<file path="src/rtl/frgr_pkg.sv">
// Shared types and constants for the fragment reassembly gap requester.
`default_nettype none

package frgr_pkg;

    localparam int MAX_FRAGMENTS = 64;
    localparam int MAP_W         = MAX_FRAGMENTS;
    localparam int IDX_W         = 6;
    localparam int CNT_W         = 7;
    localparam int PKT_W         = 16;
    localparam int STATUS_W      = 2;
    localparam int JOBQ_DEPTH    = 2;
    localparam int JOBQ_PTR_W    = $clog2(JOBQ_DEPTH);
    localparam int JOBQ_CNT_W    = $clog2(JOBQ_DEPTH + 1);

    localparam logic OP_BEGIN  = 1'b0;
    localparam logic OP_ARRIVE = 1'b1;

    localparam logic [STATUS_W-1:0] STATUS_READY   = 2'd0;
    localparam logic [STATUS_W-1:0] STATUS_LOADING = 2'd1;
    localparam logic [STATUS_W-1:0] STATUS_ERROR   = 2'd2;

    typedef enum logic {
        JOB_SCAN  = 1'b0,
        JOB_ERROR = 1'b1
    } job_kind_t;

    typedef struct packed {
        job_kind_t          kind;
        logic [MAP_W-1:0]   map;
        logic [CNT_W-1:0]   total;
        logic [PKT_W-1:0]   packet;
    } job_t;

    typedef struct packed {
        logic [STATUS_W-1:0] status;
        logic                req_valid;
        logic [IDX_W-1:0]    req_index;
        logic [PKT_W-1:0]    packet;
        logic                last;
    } result_t;

endpackage

`default_nettype wire

</file>
<file path="src/rtl/frgr_front.sv">
// Front end: accepts requests, keeps the packet state and issues scan and error jobs.
`default_nettype none

module frgr_front
(
    input  wire logic                  clk,
    input  wire logic                  rst_n,
    input  wire logic                  push,
    input  wire logic                  q_full,
    input  wire logic                  opcode,
    input  wire logic [15:0]           packet_tag,
    input  wire logic [6:0]            fragment_count,
    input  wire logic [5:0]            fragment_index,
    output logic                       job_push,
    output frgr_pkg::job_t             job
);
    import frgr_pkg::*;

    logic [MAP_W-1:0] map_reg,    map_next;
    logic [CNT_W-1:0] total_reg,  total_next;
    logic [PKT_W-1:0] packet_reg, packet_next;
    logic             accept;
    logic             out_of_range;
    logic [CNT_W-1:0] count_sat;
    logic [MAP_W-1:0] map_marked;

    assign accept       = push && !q_full;
    assign out_of_range = {1'b0, fragment_index} >= total_reg;
    assign count_sat    = (fragment_count > CNT_W'(MAX_FRAGMENTS))
                        ? CNT_W'(MAX_FRAGMENTS) : fragment_count;
    assign map_marked   = map_reg | (MAP_W'(1) << fragment_index);

    always_comb
    begin
        map_next    = map_reg;
        total_next  = total_reg;
        packet_next = packet_reg;
        job_push    = 1'b0;
        job.kind    = JOB_SCAN;
        job.map     = map_marked;
        job.total   = total_reg;
        job.packet  = packet_reg;
        if (accept)
        begin
            unique case (opcode)
                OP_BEGIN:
                begin
                    map_next    = '0;
                    total_next  = count_sat;
                    packet_next = packet_tag;
                end
                OP_ARRIVE:
                begin
                    job_push = 1'b1;
                    if (out_of_range)
                    begin
                        job.kind = JOB_ERROR;
                        job.map  = map_reg;
                    end
                    else
                    begin
                        map_next = map_marked;
                    end
                end
                default:
                begin
                    map_next = map_reg;
                end
            endcase
        end
    end

    always_ff @(posedge clk or negedge rst_n)
    begin
        if (!rst_n)
        begin
            map_reg    <= '0;
            total_reg  <= CNT_W'(1);
            packet_reg <= '0;
        end
        else
        begin
            map_reg    <= map_next;
            total_reg  <= total_next;
            packet_reg <= packet_next;
        end
    end

endmodule

`default_nettype wire

</file>
<file path="src/rtl/frgr_job_queue.sv">
// Short queue of scan and error jobs between the front end and the scanner.
`default_nettype none

module frgr_job_queue
(
    input  wire logic                  clk,
    input  wire logic                  rst_n,
    input  wire logic                  push,
    input  wire frgr_pkg::job_t        job_in,
    output logic                       full,
    input  wire logic                  pop,
    output logic                       job_valid,
    output frgr_pkg::job_t             job_out
);
    import frgr_pkg::*;

    job_t                  mem [JOBQ_DEPTH];
    logic [JOBQ_PTR_W-1:0] wr_ptr_reg, wr_ptr_next;
    logic [JOBQ_PTR_W-1:0] rd_ptr_reg, rd_ptr_next;
    logic [JOBQ_CNT_W-1:0] count_reg,  count_next;
    logic                  do_push;
    logic                  do_pop;

    assign full      = count_reg == JOBQ_CNT_W'(JOBQ_DEPTH);
    assign job_valid = count_reg != '0;
    assign job_out   = mem[rd_ptr_reg];
    assign do_push   = push && !full;
    assign do_pop    = pop && job_valid;

    always_comb
    begin
        wr_ptr_next = wr_ptr_reg;
        rd_ptr_next = rd_ptr_reg;
        count_next  = count_reg;
        if (do_push)
        begin
            wr_ptr_next = (wr_ptr_reg == JOBQ_PTR_W'(JOBQ_DEPTH - 1)) ? '0
                        : wr_ptr_reg + JOBQ_PTR_W'(1);
        end
        if (do_pop)
        begin
            rd_ptr_next = (rd_ptr_reg == JOBQ_PTR_W'(JOBQ_DEPTH - 1)) ? '0
                        : rd_ptr_reg + JOBQ_PTR_W'(1);
        end
        if (do_push && !do_pop)
        begin
            count_next = count_reg + JOBQ_CNT_W'(1);
        end
        else if (do_pop && !do_push)
        begin
            count_next = count_reg - JOBQ_CNT_W'(1);
        end
    end

    always_ff @(posedge clk)
    begin
        if (do_push)
        begin
            mem[wr_ptr_reg] <= job_in;
        end
    end

    always_ff @(posedge clk or negedge rst_n)
    begin
        if (!rst_n)
        begin
            wr_ptr_reg <= '0;
            rd_ptr_reg <= '0;
            count_reg  <= '0;
        end
        else
        begin
            wr_ptr_reg <= wr_ptr_next;
            rd_ptr_reg <= rd_ptr_next;
            count_reg  <= count_next;
        end
    end

endmodule

`default_nettype wire

</file>
<file path="src/rtl/frgr_scan.sv">
// Back end: emits a job's results, walking one index per cycle unless stalled.
`default_nettype none

module frgr_scan
(
    input  wire logic                  clk,
    input  wire logic                  rst_n,
    input  wire logic                  job_valid,
    input  wire frgr_pkg::job_t        job,
    output logic                       job_pop,
    input  wire logic                  pop,
    output logic                       empty,
    output frgr_pkg::result_t          result
);
    import frgr_pkg::*;

    typedef enum logic {
        ST_IDLE,
        ST_SCAN
    } state_t;

    state_t           state_reg;
    logic [IDX_W-1:0] pos_reg;
    logic             seen_reg;
    logic             missing_reg;
    logic             emitted_reg;
    logic             out_valid_reg;
    result_t          out_reg;

    logic             can_emit;
    logic             bit_rx;
    logic             at_end;
    logic             do_req;
    logic             emit;
    logic             below_full;
    logic             load_out;
    result_t          res;

    assign can_emit   = !out_valid_reg || pop;
    assign bit_rx     = job.map[pos_reg];
    assign at_end     = pos_reg == '0;
    assign do_req     = !bit_rx && (seen_reg || at_end);
    assign emit       = do_req || (at_end && !emitted_reg);
    // every index below this one already received: no further request follows
    assign below_full = &(job.map | ({MAP_W{1'b1}} << pos_reg));
    assign load_out   = (state_reg == ST_IDLE)
                      ? (job_valid && job.kind == JOB_ERROR && can_emit)
                      : (emit && can_emit);

    always_comb
    begin
        res.packet = job.packet;
        if (do_req)
        begin
            res.status    = STATUS_LOADING;
            res.req_valid = 1'b1;
            res.req_index = pos_reg;
            res.last      = at_end || below_full;
        end
        else
        begin
            res.status    = missing_reg ? STATUS_LOADING : STATUS_READY;
            res.req_valid = 1'b0;
            res.req_index = '0;
            res.last      = 1'b1;
        end
    end

    always_comb
    begin
        job_pop = 1'b0;
        unique case (state_reg)
            ST_IDLE: job_pop = job_valid && job.kind == JOB_ERROR && can_emit;
            ST_SCAN: job_pop = at_end && (!emit || can_emit);
            default: job_pop = 1'b0;
        endcase
    end

    always_ff @(posedge clk or negedge rst_n)
    begin
        if (!rst_n)
        begin
            state_reg     <= ST_IDLE;
            pos_reg       <= '0;
            seen_reg      <= 1'b0;
            missing_reg   <= 1'b0;
            emitted_reg   <= 1'b0;
            out_valid_reg <= 1'b0;
            out_reg       <= '0;
        end
        else
        begin
            if (load_out)
            begin
                out_valid_reg <= 1'b1;
            end
            else if (pop && out_valid_reg)
            begin
                out_valid_reg <= 1'b0;
            end
            unique case (state_reg)
                ST_IDLE:
                begin
                    if (job_valid)
                    begin
                        if (job.kind == JOB_ERROR)
                        begin
                            if (can_emit)
                            begin
                                out_reg.status    <= STATUS_ERROR;
                                out_reg.req_valid <= 1'b0;
                                out_reg.req_index <= '0;
                                out_reg.packet    <= job.packet;
                                out_reg.last      <= 1'b1;
                            end
                        end
                        else
                        begin
                            pos_reg     <= IDX_W'(job.total - CNT_W'(1));
                            seen_reg    <= 1'b0;
                            missing_reg <= 1'b0;
                            emitted_reg <= 1'b0;
                            state_reg   <= ST_SCAN;
                        end
                    end
                end
                ST_SCAN:
                begin
                    // hold the index while the output register is occupied
                    if (!emit || can_emit)
                    begin
                        if (emit)
                        begin
                            out_reg <= res;
                        end
                        seen_reg    <= seen_reg || bit_rx;
                        missing_reg <= missing_reg || !bit_rx;
                        emitted_reg <= emitted_reg || do_req;
                        if (at_end)
                        begin
                            state_reg <= ST_IDLE;
                        end
                        else
                        begin
                            pos_reg <= pos_reg - IDX_W'(1);
                        end
                    end
                end
                default:
                begin
                    state_reg <= ST_IDLE;
                end
            endcase
        end
    end

    assign empty  = !out_valid_reg;
    assign result = out_reg;

    a_scan_has_job: assert property (@(posedge clk) disable iff (!rst_n)
        state_reg == ST_SCAN |-> job_valid)
        else $error("scan running without a job at the queue head");

    a_request_loading: assert property (@(posedge clk) disable iff (!rst_n)
        out_valid_reg && out_reg.req_valid |-> out_reg.status == STATUS_LOADING)
        else $error("request result without loading status");

    a_error_single: assert property (@(posedge clk) disable iff (!rst_n)
        out_valid_reg && out_reg.status == STATUS_ERROR
        |-> !out_reg.req_valid && out_reg.last)
        else $error("error result must be a lone final result");

    a_scan_in_range: assert property (@(posedge clk) disable iff (!rst_n)
        state_reg == ST_SCAN |-> {1'b0, pos_reg} < job.total)
        else $error("scan index beyond fragment total");

endmodule

`default_nettype wire

</file>
<file path="src/rtl/fragment_reassembly_gap_requester.sv">
// Top level of the fragment reassembly gap requester.
// A begin request clears the received map and takes the packet id and fragment
// count (saturated to 64); it gives no result. An arrival marks its fragment and
// is handed as a job to a two-entry queue, so the front end keeps taking requests
// while earlier jobs are scanned. The scanner walks the map from the highest index
// down, one index per cycle; an out-of-range arrival gives a single error result.
// Scanning pauses while a result is due and the result register is not drained.
// full rises while the queue holds two jobs. Results leave through a single result
// register: empty low means a result is on the ports, pop takes it.
`default_nettype none

module fragment_reassembly_gap_requester
(
    input  wire logic        clk,
    input  wire logic        rst_n,
    input  wire logic        push,
    output logic             full,
    input  wire logic        opcode,
    input  wire logic [15:0] packet_tag,
    input  wire logic [6:0]  fragment_count,
    input  wire logic [5:0]  fragment_index,
    output logic             empty,
    input  wire logic        pop,
    output logic [1:0]       status,
    output logic             request_valid,
    output logic [5:0]       request_index,
    output logic [15:0]      request_packet,
    output logic             last_result
);
    import frgr_pkg::*;

    logic    q_full;
    logic    job_push;
    job_t    job_in;
    logic    job_valid;
    job_t    job_head;
    logic    job_pop;
    result_t result;

    frgr_front u_front
    (
        .clk            (clk),
        .rst_n          (rst_n),
        .push           (push),
        .q_full         (q_full),
        .opcode         (opcode),
        .packet_tag     (packet_tag),
        .fragment_count (fragment_count),
        .fragment_index (fragment_index),
        .job_push       (job_push),
        .job            (job_in)
    );

    frgr_job_queue u_job_queue
    (
        .clk       (clk),
        .rst_n     (rst_n),
        .push      (job_push),
        .job_in    (job_in),
        .full      (q_full),
        .pop       (job_pop),
        .job_valid (job_valid),
        .job_out   (job_head)
    );

    frgr_scan u_scan
    (
        .clk       (clk),
        .rst_n     (rst_n),
        .job_valid (job_valid),
        .job       (job_head),
        .job_pop   (job_pop),
        .pop       (pop),
        .empty     (empty),
        .result    (result)
    );

    assign full           = q_full;
    assign status         = result.status;
    assign request_valid  = result.req_valid;
    assign request_index  = result.req_index;
    assign request_packet = result.packet;
    assign last_result    = result.last;

endmodule

`default_nettype wire

</file>
<file path="config.mk">
export PLATFORM = sky130hd
export DESIGN_NAME = fragment_reassembly_gap_requester
export DESIGN_NICKNAME = d
export VERILOG_FILES = /design/src/rtl/frgr_pkg.sv /design/src/rtl/frgr_front.sv /design/src/rtl/frgr_job_queue.sv /design/src/rtl/frgr_scan.sv /design/src/rtl/fragment_reassembly_gap_requester.sv
export SDC_FILE = /design/constraint.sdc
export NUM_CORES = 1
export LEC_CHECK = 0
export BUFFER_PORTS_ARGS = -buffer_cell sky130_fd_sc_hd__buf_4
export CELL_PAD_IN_SITES_DETAIL_PLACEMENT = 0
export CELL_PAD_IN_SITES_GLOBAL_PLACEMENT = 1
export CORE_ASPECT_RATIO = 0.7
export CORE_MARGIN = 2
export CORE_UTILIZATION = 45
export CTS_CLUSTER_SIZE = 24
export DETAILED_ROUTE_END_ITERATION = 10
export GPL_TIMING_DRIVEN = 0
export PLACE_DENSITY = 0.68
export SKIP_CTS_REPAIR_TIMING = 1
export SLEW_MARGIN = 20
export SYNTH_ARGS = -nofsm -noshare
export SYNTH_HDL_FRONTEND = slang
export SYNTH_HIERARCHICAL = 1
export SYNTH_SLANG_ARGS = --single-unit
export TNS_END_PERCENT = 10
</file>
<file path="constraint.sdc">
create_clock -name clk -period 6.8 [get_ports clk]
set_clock_uncertainty 0.05 [all_clocks]
set_input_delay 0 -clock clk [delete_from_list [all_inputs] [get_ports clk]]
set_output_delay 0 -clock clk [all_outputs]
set_load 0.05 [all_outputs]
</file>
### Word level (Yosys, flattened, before mapping)

Memories as Yosys holds them, arrays and structs flattened.
Index checks and enable logic that the tools add are counted.

| storage, ports and cells | value |
|---|---|
| output and inout port bits | 28 |
| memories | 1 |
| input bits | 34 |
| bits in latches | 0 |
| ROM bits | 0 |
| register bits after elaboration | 128 |
| RAM bits | 176 |

Memory list:

| name | depth | bits a word | rd ports | clocked after memory_dff | wr ports | line | RTL |
|---|---|---|---|---|---|---|---|
| u_job_queue.mem | 2 | 88 | 1 | 0 | 1 | frgr_job_queue.sv:17 | `job_t mem [JOBQ_DEPTH];` |

| cells by class | value |
|---|---|
| $add $sub $neg | 6 |
| multiplexer cells | 47 |
| shifts and indexed selects | 2 |
| order comparisons | 3 |
| div/mod/pow operators | 0 |
| bitwise logic cells | 4 |
| multipliers | 0 |
| reduce and logical (&&, ||, !) cells | 37 |
| equality and inequality tests | 9 |

Operators by type and width:

| operator | count |
|---|---|
| two-way mux 65 bit | 3 |
| two-way mux 26 bit | 5 |
| bitwise OR 64 bit | 2 |
| case mux 64 bit (2 select lines) | 1 |
| two-way mux 64 bit | 1 |
| AND reduction 64 bit | 1 |
| left shift 1 x 6 -> 64 bit (first input constant) | 1 |
| left shift 64 x 6 -> 64 bit (first input constant) | 1 |
| case mux 26 bit (2 select lines) | 1 |
| two-way mux 6 bit | 4 |
| two-way mux 1 bit | 21 |
| != test 2 bit (second input constant) | 7 |
| logical AND 1 bit | 12 |
| case mux 6 bit (2 select lines) | 1 |
| subtractor 6 x 1 -> 6 bit (second input constant) | 2 |
| case mux 1 bit (2 select lines) | 5 |
| two-way mux 9 bit | 1 |
| logical OR 1 bit | 8 |
| greater-or-equal comparator 6 x 7 -> 1 bit | 1 |
| > comparator 7 bit (second input constant) | 1 |
| logical NOT 1 bit | 7 |
| less-than comparator 6 x 7 -> 1 bit (second input constant) | 1 |
| two-way mux 7 bit | 1 |
| binary-select mux 1 bit (select 6 bit) | 1 |
| 13 further kinds | 19 |

### Longest topological paths before layout

Gate-level depths: netlist of run 1.
An unclocked memory read counts as a cell.

| depth | value |
|---|---|
| depth after elaboration | 14 |
| gate-level depth with buffers | 16 |

### Hierarchy

Netlist of run 1, hierarchy kept.

Modules (own cells, without submodules):

| module | area an instance (um2) | times used | cells each |
|---|---|---|---|
| frgr_job_queue | 6,580.1 | 1 | 293 |
| frgr_front | 4,366.7 | 1 | 361 |
| frgr_scan | 3,318.2 | 1 | 362 |

### Least setup slack after synthesis of run 1

OpenSTA, ideal clock, no wires.

| path | value |
|---|---|
| kind | reg2reg |
| from | register u_job_queue.count_reg[0] |
| to | memory u_job_queue/mem[0][0] (netlist name) (enable) |
| path slack | 1,211 ps |
| arrival | 5,004 ps |
| library setup time | 535 ps |
| required time | 6,215 ps |
| stages on the path, launching flop included | 7 |
| cells stage by stage | dfrtp_1 nand2b_1 inv_1 and3b_1 clkbuf_1 nand2_1 nor2_1 |

| between the ends | value |
|---|---|
| word-level cells in the longest chain between the ends | 7 |

RTL lines:

| what | line | RTL |
|---|---|---|
| start, declared | frgr_job_queue.sv:20 | `logic [JOBQ_CNT_W-1:0] count_reg, count_next;` |
| start signal, assigned | frgr_job_queue.sv:75 | `count_reg <= count_next;` |
| equality test 2 bit | frgr_job_queue.sv:24 | `assign full = count_reg == JOBQ_CNT_W'(JOBQ_DEPTH);` |
| named net full | fragment_reassembly_gap_requester.sv:17 | `output logic full,` |
| logical NOT 1 bit | frgr_front.sv:27 | `assign accept = push && !q_full;` |
| logical AND 1 bit | frgr_front.sv:27 |  |
| two-way mux 1 bit | frgr_front.sv:43 | `if (accept)` |
| named net job_push | fragment_reassembly_gap_requester.sv:33 | `logic job_push;` |
| logical AND 1 bit | frgr_job_queue.sv:27 | `assign do_push = push && !full;` |
| two-way mux 1 bit | frgr_job_queue.sv:57 | `if (do_push)` |
| two-way mux 1 bit (not written as such) | frgr_job_queue.sv:59 | `mem[wr_ptr_reg] <= job_in;` |
| end, declared | frgr_job_queue.sv:17 |  |

The timed path passes the listed nets, and every way through them passes these cells.

==> impl_metrics.csv, run 1 <==
group,metric,value,unit
setup_path,worst-setup-path-type,"flip-flop to flip-flop",
setup_path,cp.arrival,4.34,ns
layout,fin_nets,1191,
placement,portBuffers,61,
drt,totalWireLength,40400,um
power_and_ir_drop,intPower,4.49,mW
drt,drc_errors,0,
sta,setup_violations,0,
drt,routedWlPerCell,25.4,um
layout,syn_to_final_growth,17.6,%
grt,grt_pass1_vias,9265,
die,dieArea,0.0330,mm2
power_and_ir_drop,combPwrFrac,42.9,%
min_path,min_to,"u_front/packet_reg[11]$_DFFE_PN0P_",
grt,antenna_found_initial,0,
setup_path,cpPeakStageDelay,0.75,ns
die,rows,54,
sta,fmax,0.257,GHz
power_and_ir_drop,vdd_drop_max,0.239,mV
synthesis,syn_nets,1055,
layout,largest_reg_flops,174,
clocking,cts_made_buffers,30,
setup_path,crit_path_max_fanout,9,
grt,grt_usage,24.5,%
layout,stdcell_area,0.0167,mm2
sta,finalSetupTns,0,ns
setup_path,startpoint_type,"flip-flop",
sta,finalMaxSlewViolations,0,
min_path,hold_path_class,"input pin to flip-flop",
power_and_ir_drop,power_switching,2.71,mW
die,boundaryPins,62,
drt,ant_nets,0,
min_path,holdPathStages,3,
synthesis,syn_inst,1013,
sta,fin_crit,3.90,ns
layout,antenna_cells,0,
placement,gp_congestion,0.996,
setup_path,worstPathRequired,7.24,ns
drt,drt_iter0_drc,1003,
drt,num_vias,9468,
sta,grt_setup_unrepaired,"no",
power_and_ir_drop,pwr-share-clk,22.7,%
sta,finalHoldWorstSlack,0.144,ns
die,die_y,153,um
sta,timing.final.crit_share,57.3,%
setup_path,cp_cell_sequence,"buf_6 > buf_2 > mux2_2 > mux4_2 > o22a_1 > a211oi_2 > nor3_1 > o21ai_0 > a2111oi_0 > o21bai_1 > nand2_1 > ha_1 > nor2_1 > xor2_1",
drt,firstDrtPassIters,5,
clocking,insertion_delay,0.58,ns
outcome,outcome,"completed",
sta,layout_setup_ws,2.90,ns
placement,pre_cts_ws,2.98,ns
clocking,cts.clk_slew.worst_paths,0.06,ns
clocking,cts_root_buf,"clkbuf_16",
setup_path,rr_startpoint,"u_job_queue/rd_ptr_reg$_DFFE_PN0P_",
min_path,hold_start,"packet_tag[11]",
synthesis,syn_area,0.0142,mm2
die,coreArea,0.0311,mm2
sta,maxSlewHeadroom,39.4,%
placement,placed_area,0.0153,mm2
power_and_ir_drop,power.density,431,mW/mm2
grt,grt_overflow_total,0,
run,maxCapViolCount,0,
synthesis,synth.avg_cell_area,14.0,um2
die,start_util,45.7,%
setup_path,cp_num_buf_inv,2,
power_and_ir_drop,swShare,37.7,%
sta,hold_viol_final,0,
die,die_w,216,um
setup_path,reg2reg_depth,14,
synthesis,yosys_warnings,6,
layout,drive_gt1_share,28.6,%
power_and_ir_drop,leakagePower,6.50,nW
setup_path,r2r_end,"u_job_queue/count_reg[1]$_DFFE_PN0P_",
grt,grt_pass1_wl,60400,um
setup_path,slowest_stage,"a2111oi_0",
placement,hpwl,28500,um
setup_path,r2r_slack,2.90,ns
clocking,ctsLongestPathBuffers,3,
setup_path,critPathTopFamily,"compound AO/OA/AOI/OAI gates",
clocking,clock_sinks,302,
setup_path,endpoint_kind,"flip-flop",
power_and_ir_drop,total_power,7.20,mW
power_and_ir_drop,sequentialPowerShare,34.4,%
drt,viasPerCell,5.94,
sta,worstMarginPinSlew,0.906,ns
clocking,cts_tree,"done",
clocking,cts.htree.levels,1,
grt,grt_max_degree,87,
==> power by group through the flow <==
| stage | logic [mW] | clock network, mW | registers, mW |
|---|---|---|---|
| global route | 3.28 | 1.75 | 2.52 |
| finish | 3.09 | 1.64 | 2.48 |
| global placement | 3.01 | 0 | 2.53 |
| detailed placement | 3.03 | 0 | 2.51 |
| CTS | 3.04 | 1.67 | 2.48 |
| floorplan | 1.89 | 0 | 2.75 |
==> final cells by class <==
type / count / area (um2)
clock buffers: 45 / 847
inverters: 28 / 108
plain buffers: 73 / 473
repair buffers: 104 / 988
clock inverters: 11 / 115
multi-input cells: 610 / 5210
flip-flops and latches: 302 / 8430
well taps: 420 / 526
fillers: 2695 / 14400
==> worst max-delay path by stage <==
stage                                          from                              endpoint  slack (ns)  depth (start not counted)
6_report         u_job_queue/rd_ptr_reg$_DFFE_PN0P_  u_job_queue/count_reg[1]$_DFFE_PN0P_        2.90                         14
5_1_grt          u_job_queue/rd_ptr_reg$_DFFE_PN0P_  u_job_queue/count_reg[1]$_DFFE_PN0P_        2.66                         14
4_1_cts          u_job_queue/rd_ptr_reg$_DFFE_PN0P_  u_job_queue/count_reg[1]$_DFFE_PN0P_        2.94                         14
3_5_place_dp     u_job_queue/rd_ptr_reg$_DFFE_PN0P_  u_job_queue/count_reg[1]$_DFFE_PN0P_        2.98                         14
3_3_place_gp   u_job_queue/count_reg[0]$_DFFE_PN0P_       u_job_queue/mem[0][3]$_DFFE_PP_       -1.41                          6
2_1_floorplan  u_job_queue/count_reg[0]$_DFFE_PN0P_       u_job_queue/mem[0][0]$_DFFE_PP_        1.25                          6
==> routing by layer <==
layer  GRT usage (%)  share of wire [%]  up-vias
met5               0                  0        -
met3            6.95                9.6       50
met2            32.5                 40      378
met4            5.68                2.0        0
li1                -                  -     4213
met1            39.1                 48     4827
==> metrics by stage <==
step                utilization [%]  instances
global placement               48.8       1494
finish                         53.7       1593
CTS                            52.5       1556
floorplan                         -       1013
global route                   53.7       1593
detailed placement             49.4       1500
==> tightest hold or removal path, cell delays in order <==
cell	delay (ns)
dlygate4sd3_1	0.52
buf_4	0.09
mux2_2	0.12
==> cells in the final DEF (no fill, tap or decap), types with 9 or more instances in the layout <==
cell type,count
edfxtp_1,174
dfrtp_1,127
mux2_2,100
buf_4,60
a22o_1,60
a31o_1,49
nor2_1,42
clkbuf_1,36
dlygate4sd3_1,36
nand2_1,36
clkbuf_16,30
o21ai_0,30
inv_1,27
a21oi_1,26
mux2_4,21
mux2i_1,19
buf_2,18
buf_6,17
a31o_2,16
nand2b_1,15
o221ai_1,11
and3_1,10
buf_1,10
nand3_1,9
Note: power is estimated with default switching activity, not from simulation.
==> run 2: changes to the inputs <==
==> constraint.sdc (replaced) <==
create_clock -name clk -period 3.71 [get_ports clk]
set_clock_uncertainty 0.05 [all_clocks]
set_input_delay 0 -clock clk [delete_from_list [all_inputs] [get_ports clk]]
set_output_delay 0 -clock clk [all_outputs]
set_load 0.05 [all_outputs]
==> run 2 against run 1 <==
The flow now finishes with violations (hold timing). Largest cell class unchanged. Power grew 88%. Worst setup slack worse by 2.8 ns. Worst hold slack worse by 0.16 ns. Global-route usage shrank 0.42 points. Non-clock buffer count grew 6. Cell count up 0.25%. Combinational power grew 92%. Maximum frequency grew 7.3%. Critical path type unchanged. Count of clock-buffer cells in the layout increased by 1. Die area is the same. Sequential cell count is the same. Sequential power rose by 83%.
==> impl_metrics.csv, run 2 (same netlist as run 1, synthesis figures left out) <==
group,metric,value,unit
min_path,hold_path_class,"input pin to flip-flop",
drt,drc_errors,0,
sta,layout_setup_ws,0.0806,ns
setup_path,worst-setup-path-type,"flip-flop to flip-flop",
clocking,ctsLongestPathBuffers,3,
layout,multi_input_area,0.00528,mm2
die,start_util,45.7,%
sta,maxSlewHeadroom,38.1,%
layout,fin_nets,1196,
outcome,outcome,"finished with violations",
layout,final_cell_mix,"edfxtp_1, dfrtp_1, mux2_2",
clocking,cts.clk_slew.worst_paths,0.07,ns
placement,gp_congestion,0.947,
clocking,cts_tree,"done",
layout,n_fill_cell,2647,
grt,grt_pass1_vias,9020,
placement,portBuffers,61,
layout,largest_reg_flops,174,
grt,grt_max_degree,75,
layout,utilization,54.4,%
layout,syn_to_final_growth,19.1,%
sta,setup_violations,0,
clocking,cts.htree.levels,1,
sta,finalMaxSlewViolations,0,
setup_path,cp.arrival,4.03,ns
power_and_ir_drop,power.density,799,mW/mm2
sta,timing.final.crit_share,97.8,%
layout,layout_commonest_cell,"edfxtp_1",
layout,regArea,0.00843,mm2
grt,grt_pass1_wl,59200,um
clocking,cts_root_buf,"clkbuf_16",
placement,hpwl,28600,um
grt,grt_overflow_total,0,
die,dieArea,0.0330,mm2
setup_path,crit_path_max_fanout,10,
clocking,clock_sinks,302,
drt,firstDrtPassIters,5,
die,boundaryPins,62,
sta,hold_viol_final,4,
drt,viasPerCell,5.95,
setup_path,startpoint_type,"flip-flop",
drt,drt_iter0_drc,1112,
setup_path,endpoint_kind,"flip-flop",
placement,pre_cts_ws,-0.132,ns
die,coreArea,0.0311,mm2
layout,drive_gt1_share,29.7,%
die,die_y,153,um
drt,ant_nets,0,
die,die_w,216,um
setup_path,worstPathRequired,4.11,ns
clocking,insertion_delay,0.57,ns
sta,fmax,0.276,GHz
layout,antenna_cells,0,
grt,antenna_found_initial,0,
sta,finalHoldWorstSlack,-0.0206,ns
clocking,cts_made_buffers,29,
power_and_ir_drop,leakagePower,6.59,nW
drt,num_vias,9500,
sta,worstMarginPinSlew,0.926,ns
power_and_ir_drop,vdd_drop_max,0.429,mV
die,rows,54,
sta,fin_crit,3.63,ns
run,maxCapViolCount,0,
drt,totalWireLength,39800,um
grt,grt_usage,24.1,%
outcome,failed_checks,"hold timing",
drt,routedWlPerCell,24.9,um
run 2: worst paths after layout:
path | startpoint | to | slack (ns) | depth (start not counted)
max | u_job_queue/rd_ptr_reg$_DFFE_PN0P_ | u_scan/result[8]$_DFFE_PN0P_ | 0.08 | 13
min | fragment_index[2] | u_front/map_reg[32]$_DFFE_PN0P_ | -0.02 | 5
max reg2reg | u_job_queue/rd_ptr_reg$_DFFE_PN0P_ | u_scan/result[8]$_DFFE_PN0P_ | 0.08 | 13
min reg2reg | u_front/packet_reg[4]$_DFFE_PN0P_ | u_job_queue/mem[1][4]$_DFFE_PP_ | 0.41 | 0
max in group asynchronous | rst_n | u_scan/result[19]$_DFFE_PN0P_ | 2.71 | 4
min in group asynchronous | rst_n | u_front/total_reg[0]$_DFFE_PN1P_ | 0.48 | 3
run 2: critical path, stage by stage (launching register included):
cell and delay [ns]:
dfrtp_1 0.37, buf_6 0.15, buf_12 0.16, buf_12 0.15, mux2_4 0.34, mux4_2 0.46, and3_1 0.22, a211oi_4 0.32
o221ai_2 0.19, nand2_2 0.15, o31a_1 0.28, buf_6 0.18, buf_12 0.16, mux2_4 0.31
run 2: cell type report:
class                      instances  area share [%]
sequential                       302            49.9
multi-input combinational        610            31.3
timing repair buffer             110            6.26
clock buffer                      46            5.21
tap                              420            3.11
buffer                            73            3.01
clock inverter                     8           0.637
inverter                          28           0.637
run 2: per-layer routing:
metal	routed length (um)	up-vias	GRT usage, %	part of all wire [%]
li1	-	4218	-	-
met1	19200	4779	39.2	48
met2	16000	449	31.5	40
met3	3810	54	6.43	9.6
met4	837	0	5.41	2.1
met5	0	-	0	0
run 2: per-stage QoR:
stage	instances	hold slack [ns]	power, mW	TNS [ns]	area, um2
after floorplan	1013	-0.346	8.50	-8.94	14200
after global placement	1494	0.182	10.1	-194.06	15200
after detailed placement	1501	-0.0832	10.2	-0.931	15400
after CTS	1555	-0.689	13.2	-1.06	16400
after global routing	1597	0.0132	14.1	-0.000554	16900
final	1597	-0.0206	13.5	0	16900
run 2: where the power goes:
group          switching (mW)  total, mW  internal (mW)
combinational            3.47       5.93           2.46
clock                    1.27       3.04           1.77
sequential              0.285       4.54           4.25
total                    5.03       13.5           8.48
==> run 3: changes to the inputs <==
--- a/config.mk
+++ b/config.mk
@@ -11,10 +11,10 @@
 export CORE_ASPECT_RATIO = 0.7
 export CORE_MARGIN = 2
 export CORE_UTILIZATION = 45
-export CTS_CLUSTER_SIZE = 24
 export DETAILED_ROUTE_END_ITERATION = 10
 export GPL_TIMING_DRIVEN = 0
-export PLACE_DENSITY = 0.68
+export PLACE_DENSITY_LB_ADDON = 0.05
+export SETUP_SLACK_MARGIN = 0.02
 export SKIP_CTS_REPAIR_TIMING = 1
 export SLEW_MARGIN = 20
 export SYNTH_ARGS = -nofsm -noshare
==> run 3 against run 2 <==
The run still ends with hold timing left. Critical path depth grew 1. Wire length fell by 0.38%. Worst hold slack improved by 0.00053 ns. Combinational power decreased by 2%. Utilization grew 0.27 points. Critical endpoint is now u_scan/result[5]$_DFFE_PN0P_. Largest power group unchanged.
==> impl_metrics.csv, run 3 (same netlist as run 1, synthesis figures left out) <==
group,metric,value,unit
die,rows,54,
layout,n_fill_cell,2617,
sta,finalHoldWorstSlack,-0.0201,ns
sta,fin_crit,3.55,ns
drt,routedWlPerCell,24.9,um
die,start_util,45.7,%
layout,largest_reg_flops,174,
setup_path,startpoint_type,"flip-flop",
clocking,cts_made_buffers,30,
clocking,insertion_delay,0.58,ns
die,die_y,153,um
setup_path,slowest_stage,"mux4_2",
layout,layout_commonest_cell,"edfxtp_1",
layout,fin_nets,1193,
grt,grt_pass1_vias,8839,
setup_path,crit_path_max_fanout,10,
placement,hpwl,28300,um
clocking,cts_root_buf,"clkbuf_16",
die,die_w,216,um
grt,grt_max_degree,72,
sta,finalMaxSlewViolations,0,
die,coreArea,0.0311,mm2
grt,grt_usage,24.0,%
sta,timing.final.crit_share,95.6,%
drt,drt_iter0_drc,1053,
outcome,failed_checks,"hold timing",
layout,syn_to_final_growth,19.7,%
placement,portBuffers,61,
drt,totalWireLength,39600,um
drt,drc_errors,0,
clocking,cts.clk_slew.worst_paths,0.06,ns
outcome,outcome,"finished with violations",
setup_path,endpoint_kind,"flip-flop",
grt,antenna_found_initial,0,
drt,viasPerCell,5.97,
grt,grtUsageMet2,30.9,%
sta,maxSlewHeadroom,24.5,%
sta,grt_setup_unrepaired,"no",
setup_path,worst-setup-path-type,"flip-flop to flip-flop",
power_and_ir_drop,vdd_drop_max,0.392,mV
drt,firstDrtPassIters,6,
sta,hold_viol_final,4,
run,maxCapViolCount,0,
grt,grt_use_met3,4.33,%
sta,worstMarginPinSlew,1.12,ns
layout,antenna_cells,0,
setup_path,cpPeakStageDelay,0.45,ns
die,boundaryPins,62,
grt,grt_pass1_wl,59200,um
placement,gp_congestion,0.918,
layout,utilization,54.7,%
sta,fmax,0.282,GHz
clocking,cts.htree.levels,1,
drt,ant_nets,0,
die,dieArea,0.0330,mm2
sta,finalSetupTns,0,ns
power_and_ir_drop,leakagePower,6.62,nW
sta,setup_violations,0,
setup_path,cp.arrival,3.95,ns
setup_path,worstPathRequired,4.11,ns
power_and_ir_drop,power.density,809,mW/mm2
clocking,ctsLongestPathBuffers,3,
grt,grt_overflow_total,0,
grt,grt-busiest-layer,"met1",
min_path,hold_path_class,"input pin to flip-flop",
setup_path,cp_cell_sequence,"buf_6 > buf_12 > buf_8 > mux2_4 > mux4_2 > and3_1 > a211oi_4 > buf_4 > o221ai_2 > nand2_2 > o31a_1 > buf_6 > buf_12 > mux2_4",
layout,drive_gt1_share,29.5,%
drt,num_vias,9516,
grt,grt_use_met1,41.0,%
layout,final_cell_mix,"edfxtp_1, dfrtp_1, mux2_2",
clocking,cts_tree,"done",
clocking,clock_sinks,302,
## run 3: changes by cell type in the layout (fill, tap and decap cells not counted), moves of 2 or more
cell	change
buf_4	-5
clkbuf_8	-4
clkbuf_1	-5
nor3_1	+2
clkinv_4	+2
bufinv_16	+6
nor3_2	-2
clkinv_1	+3
## run 3: report_power, final
part / switching (mW) / internal [mW]
Clock: 1.30 / 2.10
Combinational: 3.42 / 2.37
Sequential: 0.295 / 4.25
Total: 5.02 / 8.72
## run 3: routing by layer
| layer | wire length (um) | vias to the layer above | part of all wire [%] |
|---|---|---|---|
| met3 | 2970 | 43 | 7.5 |
| li1 | - | 4217 | - |
| met2 | 15600 | 394 | 39 |
| met4 | 765 | 0 | 1.9 |
| met5 | 0 | - | 0 |
| met1 | 20300 | 4862 | 51 |
## run 3: path summary, 6_finish.rpt
kind	to	cells past startpoint	slack [ns]	from
max in group asynchronous	u_scan/result[17]$_DFFE_PN0P_	4	2.73	rst_n
min in group asynchronous	u_front/packet_reg[9]$_DFFE_PN0P_	4	0.47	rst_n
min	u_front/map_reg[40]$_DFFE_PN0P_	5	-0.02	fragment_index[2]
max reg2reg	u_scan/result[5]$_DFFE_PN0P_	14	0.16	u_job_queue/rd_ptr_reg$_DFFE_PN0P_
max	u_scan/result[5]$_DFFE_PN0P_	14	0.16	u_job_queue/rd_ptr_reg$_DFFE_PN0P_
min reg2reg	u_job_queue/mem[0][3]$_DFFE_PP_	0	0.41	u_front/packet_reg[3]$_DFFE_PN0P_
## run 3: per-stage QoR
stage | total power, mW | worst slack [ns] | hold WS, ns | cells | area (um2)
CTS | 13.6 | -0.169 | -0.690 | 1557 | 16500
global route | 14.4 | 0.00182 | 0.0139 | 1595 | 17000
finish | 13.7 | 0.163 | -0.0201 | 1595 | 17000
floorplan | 8.50 | -0.103 | -0.346 | 1013 | 14200
detailed placement | 10.1 | -0.146 | -0.0768 | 1501 | 15400
global placement | 10.1 | -1.53 | 0.184 | 1494 | 15200
## run 3: layout make-up
| cell class | count | area, um2 | area share [%] |
|---|---|---|---|
| Sequential cell | 302 | 8430 | 49.6 |
| Multi-Input combinational cell | 610 | 5270 | 31.0 |
| Timing Repair Buffer | 106 | 1030 | 6.05 |
| Clock buffer | 37 | 807 | 4.75 |
| Tap cell | 420 | 526 | 3.09 |
| Buffer | 73 | 508 | 2.99 |
| Clock inverter | 19 | 312 | 1.83 |
| Inverter | 28 | 108 | 0.633 |
## run 3: worst max-delay path, delay by kind of cell (launching register included)
kind            cells  cell delay, ns
flops               1            0.33
compound gates      3            0.54
buf+inv             6            1.01
simple gates        2            0.36
mux                 3            1.11
